$ cat src/bcdf_pkg.sv
package bcdf_pkg;

  // Result codes
  localparam logic [2:0] ERR_NONE     = 3'd0;
  localparam logic [2:0] ERR_DIGIT    = 3'd1;
  localparam logic [2:0] ERR_OVERFLOW = 3'd2;
  localparam logic [2:0] ERR_LENGTH   = 3'd3;
  localparam logic [2:0] ERR_RANGE    = 3'd4;

  localparam logic [2:0] TIME_BYTES   = 3'd6;
  localparam logic [2:0] COUNT_MAX    = 3'd7;

  // Time accumulator width: a day in ns fits in 47 bits
  localparam int unsigned TNS_W = 47;

  typedef struct packed {
    logic       kind;
    logic [7:0] data_byte;
    logic       last;
  } in_t;

  typedef struct packed {
    logic [63:0] value;
    logic [2:0]  error;
  } out_t;

  typedef struct packed {
    logic digit_bad;
    logic overflow;
    logic range_bad;
  } step_flags_t;

  typedef struct packed {
    logic [TNS_W-1:0] w_hi;
    logic [TNS_W-1:0] w_lo;
  } weight_pair_t;

  // ns weight of the high and low digit of each time byte, HH MM SS mmm uuu
  function automatic weight_pair_t time_weights(input logic [2:0] idx);
    weight_pair_t w;
    case (idx)
      3'd0: begin
        w.w_hi = 47'd36_000_000_000_000;
        w.w_lo = 47'd3_600_000_000_000;
      end
      3'd1: begin
        w.w_hi = 47'd600_000_000_000;
        w.w_lo = 47'd60_000_000_000;
      end
      3'd2: begin
        w.w_hi = 47'd10_000_000_000;
        w.w_lo = 47'd1_000_000_000;
      end
      3'd3: begin
        w.w_hi = 47'd100_000_000;
        w.w_lo = 47'd10_000_000;
      end
      3'd4: begin
        w.w_hi = 47'd1_000_000;
        w.w_lo = 47'd100_000;
      end
      3'd5: begin
        w.w_hi = 47'd10_000;
        w.w_lo = 47'd1_000;
      end
      default: begin
        w.w_hi = '0;
        w.w_lo = '0;
      end
    endcase
    return w;
  endfunction

endpackage

$ cat src/bcd_field_to_binary.sv
// Packed BCD field to binary converter.
//
// Byte channel (byte_valid / byte_stall / byte_req): one packed BCD byte per
// request, high nibble the more significant digit. kind is sampled on the first
// byte of a field only; last closes the field.
// Result channel (result_valid / result_stall / result_req): one request per
// field, issued for its last byte: the integer, or the time of day in ns, or
// zero with an error code (1 bad digit, 2 overflow, 3 time length, 4 range).
//
// Timing: a byte is registered in s1 on acceptance and processed from s1;
// a last byte's result is registered as s1 moves on. One byte per cycle holds
// unless a last byte waits on a stalled result. The per-byte path is one constant
// multiply-add (acc*100 + two digits) between the input and state registers.
//
// Stall: bytes that close no field always drain, so only a last byte waiting on
// a full, stalled result register holds off the byte channel.
// Reset (rst, synchronous): both channels go empty and the next byte opens a
// new field.
module bcd_field_to_binary
  import bcdf_pkg::*;
(
  input  logic clk,
  input  logic rst,
  input  logic byte_valid,
  output logic byte_stall,
  input  in_t  byte_req,
  output logic result_valid,
  input  logic result_stall,
  output out_t result_req
);

  // input register
  logic s1_valid;
  in_t  s1;

  // field state
  logic [63:0]      acc;
  logic [TNS_W-1:0] tns;
  logic [2:0]       count;
  logic [2:0]       ferr;
  logic             fkind;
  logic             fopen;
  logic             rng;

  // field state as seen by the byte in s1 (cleared on a field's first byte)
  logic [63:0]      acc_b;
  logic [TNS_W-1:0] tns_b;
  logic [2:0]       count_b;
  logic [2:0]       ferr_b;
  logic             kind_b;
  logic             rng_b;

  logic [63:0]      acc_next;
  logic [TNS_W-1:0] tns_next;
  logic [2:0]       count_next;
  logic [2:0]       ferr_next;
  logic             rng_next;

  logic [63:0]      acc_step;
  logic [TNS_W-1:0] tns_step;
  step_flags_t      int_flags;
  step_flags_t      time_flags;

  logic advance;
  out_t res;

  // s1 moves on unless it closes a field and the result slot is blocked
  assign advance    = !s1.last || !result_valid || !result_stall;
  assign byte_stall = s1_valid && !advance;

  assign acc_b   = fopen ? acc   : '0;
  assign tns_b   = fopen ? tns   : '0;
  assign count_b = fopen ? count : '0;
  assign ferr_b  = fopen ? ferr  : ERR_NONE;
  assign kind_b  = fopen ? fkind : s1.kind;
  assign rng_b   = fopen ? rng   : 1'b0;

  bcdf_int_step u_int (
    .acc       (acc_b),
    .data_byte (s1.data_byte),
    .acc_new   (acc_step),
    .flags     (int_flags)
  );

  bcdf_time_step u_time (
    .tns       (tns_b),
    .idx       (count_b),
    .data_byte (s1.data_byte),
    .tns_new   (tns_step),
    .flags     (time_flags)
  );

  always_comb begin
    acc_next   = acc_b;
    tns_next   = tns_b;
    ferr_next  = ferr_b;
    rng_next   = rng_b;
    count_next = (count_b < COUNT_MAX) ? count_b + 3'd1 : count_b;

    if (!kind_b) begin
      // integer: first error sticks and freezes the accumulator
      if (ferr_b == ERR_NONE) begin
        if (int_flags.digit_bad) begin
          ferr_next = ERR_DIGIT;
        end else if (int_flags.overflow) begin
          ferr_next = ERR_OVERFLOW;
        end else begin
          acc_next = acc_step;
        end
      end
    end else if (count_b < TIME_BYTES) begin
      // time: bytes past the sixth are ignored
      tns_next = tns_step;
      rng_next = rng_b | time_flags.range_bad;
      if ((ferr_b == ERR_NONE) && time_flags.digit_bad) begin
        ferr_next = ERR_DIGIT;
      end
    end

    res.value = '0;
    if (!kind_b) begin
      res.error = ferr_next;
      if (ferr_next == ERR_NONE) begin
        res.value = acc_next;
      end
    end else if (count_next != TIME_BYTES) begin
      res.error = ERR_LENGTH;
    end else if (ferr_next != ERR_NONE) begin
      res.error = ferr_next;
    end else if (rng_next) begin
      res.error = ERR_RANGE;
    end else begin
      res.error = ERR_NONE;
      res.value = {{(64-TNS_W){1'b0}}, tns_next};
    end
  end

  always_ff @(posedge clk) begin
    if (rst) begin
      s1_valid     <= 1'b0;
      result_valid <= 1'b0;
      fopen        <= 1'b0;
      fkind        <= 1'b0;
      count        <= '0;
      ferr         <= ERR_NONE;
      rng          <= 1'b0;
      acc          <= '0;
      tns          <= '0;
    end else begin
      if (!byte_stall) begin
        s1_valid <= byte_valid;
        if (byte_valid) begin
          s1 <= byte_req;
        end
      end

      if (s1_valid && advance) begin
        acc   <= acc_next;
        tns   <= tns_next;
        count <= count_next;
        ferr  <= ferr_next;
        rng   <= rng_next;
        fkind <= kind_b;
        fopen <= !s1.last;
      end

      if (s1_valid && advance && s1.last) begin
        result_valid <= 1'b1;
        result_req   <= res;
      end else if (!result_stall) begin
        result_valid <= 1'b0;
      end
    end
  end

`ifndef SYNTHESIS
  // an error result never carries a value
  a_err_zero: assert property (@(posedge clk) disable iff (rst)
    result_valid |-> ((result_req.error == ERR_NONE) || (result_req.value == '0)))
    else $error("error result with nonzero value");

  // a fresh result only comes from a field's last byte
  a_res_from_last: assert property (@(posedge clk) disable iff (rst)
    $rose(result_valid) |-> $past(s1_valid && s1.last))
    else $error("result without a closing byte");

  // a blocked byte in the input register is held, not lost
  a_s1_hold: assert property (@(posedge clk) disable iff (rst)
    (s1_valid && !advance) |=> (s1_valid && $stable(s1)))
    else $error("blocked byte changed");

  // reset empties both stages and closes any field
  a_reset: assert property (@(posedge clk)
    rst |=> (!s1_valid && !result_valid && !fopen))
    else $error("state not cleared by reset");
`endif

endmodule

$ cat src/bcdf_int_step.sv
module bcdf_int_step
  import bcdf_pkg::*;
(
  input  logic [63:0] acc,
  input  logic [7:0]  data_byte,
  output logic [63:0] acc_new,
  output step_flags_t flags
);

  logic [3:0]  hi;
  logic [3:0]  lo;
  logic [6:0]  pair;
  logic [70:0] sum;

  assign hi   = data_byte[7:4];
  assign lo   = data_byte[3:0];
  // two digits at once: acc*100 + hi*10 + lo; overflow iff it exceeds 64 bits
  assign pair = {3'b000, hi} * 7'd10 + {3'b000, lo};
  assign sum  = {7'b0, acc} * 71'd100 + {64'b0, pair};

  assign acc_new         = sum[63:0];
  assign flags.digit_bad = (hi > 4'd9) || (lo > 4'd9);
  assign flags.overflow  = |sum[70:64];
  assign flags.range_bad = 1'b0;

endmodule

$ cat src/bcdf_time_step.sv
module bcdf_time_step
  import bcdf_pkg::*;
(
  input  logic [TNS_W-1:0] tns,
  input  logic [2:0]       idx,
  input  logic [7:0]       data_byte,
  output logic [TNS_W-1:0] tns_new,
  output step_flags_t      flags
);

  logic [3:0]   hi;
  logic [3:0]   lo;
  logic         range_bad;
  weight_pair_t w;

  assign hi = data_byte[7:4];
  assign lo = data_byte[3:0];
  assign w  = time_weights(idx);

  assign tns_new = tns + w.w_hi * {{(TNS_W-4){1'b0}}, hi}
                       + w.w_lo * {{(TNS_W-4){1'b0}}, lo};

  assign flags.digit_bad = (hi > 4'd9) || (lo > 4'd9);
  assign flags.overflow  = 1'b0;
  assign flags.range_bad = range_bad;

  // hour above 23, minute or second above 59 (digits assumed valid here;
  // a bad digit is reported ahead of range anyway)
  always_comb begin
    case (idx)
      3'd0:         range_bad = (hi > 4'd2) || ((hi == 4'd2) && (lo > 4'd3));
      3'd1, 3'd2:   range_bad = (hi > 4'd5);
      default:      range_bad = 1'b0;
    endcase
  end

endmodule

$ cat config.mk
export PLATFORM = sky130hd
export DESIGN_NAME = bcd_field_to_binary
export DESIGN_NICKNAME = d
export VERILOG_FILES = /design/src/bcdf_pkg.sv /design/src/bcd_field_to_binary.sv /design/src/bcdf_int_step.sv /design/src/bcdf_time_step.sv
export SDC_FILE = /design/constraint.sdc
export NUM_CORES = 2
export LEC_CHECK = 0
export CAP_MARGIN = 20
export CORE_AREA = 2 2 225 282
export CTS_BUF_LIST = sky130_fd_sc_hd__clkbuf_2
export DETAILED_ROUTE_END_ITERATION = 16
export DIE_AREA = 0 0 227 284
export DONT_BUFFER_PORTS = 1
export MAX_ROUTING_LAYER = met4
export PLACE_DENSITY_LB_ADDON = 0.12
export SYNTH_ARGS = -nofsm -noshare
export SYNTH_HDL_FRONTEND = slang
export SYNTH_SLANG_ARGS = --single-unit
$ cat constraint.sdc
create_clock -name clk -period 8 [get_ports clk]
set_input_delay 0.8 -clock clk [delete_from_list [all_inputs] [get_ports clk]]
set_output_delay 0.8 -clock clk [all_outputs]
set_load 0.005 [all_outputs]
==> results.toml <==
[place]
dp_hpwl_um = 78100
portBuffers = 0
place_ws_ns = 0.00132
place_congestion = 1.01

[die]
dieWidth_um = 227
die_h_um = 284
core-area_um2 = 61800
design.die.area_um2 = 64500
rows = 102
initial_core_util_pct = 45.7
ios = 83

[setup_path]
ff2ff_setup_slack_ns = 0.24
critPathArrivalTime_ns = 8.60
crit_top_cell = "fa_1"
slowest_delay_ns = 0.56
worstSetupPathType = "flip-flop to flip-flop"
endpoint_kind = "flip-flop"
critPathRequiredTime_ns = 8.84
slowest_stage = "fa_1"
crit_fanout = 6
startpoint_type = "flip-flop"

[global_routing]
antenna_found_initial = 3
grt_first_pass_wirelength_um = 145000
grt_max_degree = 158
overflow = 0
grt_pass1_vias = 23800
grt_util_all_layers_pct = 30.6

[timing]
finalSetupViolCount = 0
max_freq_mhz = 129
fin_setup_tns_ns = 0
rsz0062_at_grt = "yes"
max-slew-margin-rel_pct = 32.6
period_share_pct = 97.0
fin_skew_ns = 0.109
fin_ws_ns = 0.243
slew_violations = 0
period_needed_ns = 7.76
worst_slew_pin_slew_ns = 1.01
finalHoldViolCount = 0

[routing]
drt_iter0_drc = 1503
first_pass_iters = 7
wirelength_um = 95600
via_per_inst = 5.75
ant_nets = 0
drc = 0
avgRoutedWirePerCell_um = 23.1
dr_total_vias = 23800

[finish]
multi_input_area_um2 = 21000
nets = 3841
final_cell_mix = "inv_1, fa_1, nor2_1"
fillCellCount = 6167
area_growth_syn_to_layout_pct = 6.30
seq_area_um2 = 4760
drive_gt1_share_pct = 7.70
final_common_cell = "inv_1"

[cts]
cts_tree = "built"
h-tree-depth = 4
cts_root_buffer = "clkbuf_2"
clk_pin_slew_ns = 0.44
clkLatencyLatePin_ns = 0.99
cts_max_path_buffers = 2
cts.sinks = 199
cts_buffers = 17

[power_and_ir_drop]
leakagePower_nw = 13.8
ir_drop_mv = 0.111
power_density_nw_per_um2 = 127

[synthesis]
synth_top_area_cell = "fa_1"
yosysUniqueCellTypes = 102
synth_area_per_cell_um2 = 8.53
netlist_area_um2 = 28200
syn_inst = 3306
yosysWarnings = 0
synthFlopType = "dfxtp_1"
syn_nets = 3862
synth-async-reset-ratio_pct = 0
yosysSeqAreaShare_pct = 16.9
ys_ff_latch = 199
synth_area_leaders = "fa_1, ha_1, dfxtp_1"
synth_edf_count = 77
synth_top_area_share_pct = 19.9

[outcome]
status = "finished, final reports clean"

[run]
drv_cap = 0

[worst_hold_path]
hp-class = "primary input to flip-flop"
-- report_power, final --
group	switching, mW	internal [mW]
registers	0.0258	1.08
clock network	0.442	0.136
logic	1.28	0.841
-- logic make-up (layout without fill, tap and decap cells) --
logic type / count (synthesis) / after routing / synth area share (%)
simple gates: 1018 / 1018 / 18.3
compound gates: 675 / 675 / 17.2
buf+inv: 654 / 646 / 9.16
fa+ha+maj: 542 / 542 / 31.5
flops: 199 / 199 / 16.9
xor+xnor: 184 / 184 / 5.74
mux: 34 / 34 / 1.22
other cells: 0 / 2 / 0
-- flip-flops by register name, summed over array words and instances, names as in the netlist --
| register | cells |
|---|---|
| result_valid | 1 |
| s1 | 10 |
| ferr | 3 |
| fopen | 1 |
| tns | 47 |
| fkind | 1 |
| acc | 64 |
| result_req | 67 |
| s1_valid | 1 |
| rng | 1 |
| count | 3 |
-- layout make-up --
cell class	count	share of cell area, %
Inverter	500	6.26
Timing Repair Buffer	114	3.46
Tap cell	832	3.47
Multi-Input combinational cell	2453	70.0
Antenna cell	2	0.0167
Clock inverter	15	0.630
Clock buffer	17	0.284
Sequential cell	199	15.9
-- Yosys cell counts, types with 8 or more instances --
| cell type | n |
|---|---|
| nand2_1 | 240 |
| or2_2 | 22 |
| o2bb2ai_1 | 15 |
| a21o_1 | 66 |
| o32ai_2 | 28 |
| nand4_1 | 43 |
| a211oi_1 | 53 |
| buf_2 | 27 |
| a22o_1 | 16 |
| fa_1 | 280 |
| nor4_1 | 17 |
| o211ai_1 | 18 |
| o21ai_0 | 94 |
| nand2b_1 | 19 |
| dfxtp_1 | 122 |
| nor3_1 | 59 |
| a31oi_1 | 18 |
| inv_1 | 500 |
| xor2_1 | 57 |
| and2_1 | 129 |
| a311oi_1 | 8 |
| and3_1 | 64 |
| o31ai_1 | 10 |
| xnor2_1 | 126 |
| buf_4 | 8 |
| a221oi_1 | 10 |
| nand3_1 | 54 |
| nor2_1 | 268 |
| nor3b_1 | 10 |
| o21bai_1 | 19 |
| o31a_1 | 10 |
| or3_1 | 16 |
| o22ai_1 | 50 |
| edfxtp_1 | 77 |
| o21a_1 | 21 |
| ha_1 | 262 |
| clkbuf_1 | 105 |
| a21oi_1 | 151 |
| mux2i_1 | 30 |
| nor2b_1 | 29 |
| a22oi_1 | 11 |
| and4_1 | 9 |
-- metrics by stage --
| stage | util, % | power, mW | hold WS [ns] | instances | cell area, um2 |
|---|---|---|---|---|---|
| floorplan | - | 2.60 | 0.425 | 3306 | 28200 |
| global placement | 47.6 | 3.10 | 0.434 | 4076 | 29400 |
| detailed placement | 47.6 | 3.14 | 0.439 | 4076 | 29400 |
| CTS | 48.3 | 3.76 | 0.0669 | 4122 | 29800 |
| global route | 48.5 | 4.06 | 0.107 | 4132 | 30000 |
| finish | 48.5 | 3.81 | 0.147 | 4132 | 30000 |
-- worst max-delay path: cells and delay by family, from the launching register on --
kind	cells	cell delay, ns
buffers and inverters	3	0.22
xor gates and xnor gates	1	0.17
adders and majority gates	7	2.88
and+or+nand+nor	7	1.34
AOI/OAI and AO/OA	11	2.52
DFF	1	0.46
-- path summary, 6_finish.rpt --
| path | start | to | depth (start not counted) |
|---|---|---|---|
| hold / removal | rst | tns[6] | 2 |
| hold reg to reg | s1[0] | fopen | 1 |
| setup reg to reg | fopen | tns[46] | 29 |
| setup / recovery | fopen | tns[46] | 29 |
-- timing repair --
action                                 in CTS  in global routing
pin swaps                                   0                  3
hold buffers                               14                  0
gates resized for setup                     5                 18
endpoints found under the hold margin      99                  0
setup endpoints to repair                   4                 66
cloned                                      0                  1
buffers inserted                            0                  6
-- routing by layer --
metal | wire (um) | vias up | share of wire, % | GRT usage (%)
li1 | - | 11200 | - | -
met1 | 40200 | 11900 | 42 | 37.9
met2 | 46300 | 580 | 48 | 49.8
met3 | 3760 | 149 | 3.9 | 3.20
met4 | 5390 | 0 | 5.6 | 14.7
met5 | 0 | - | 0 | -
Note: power is estimated with default switching activity, not from simulation.
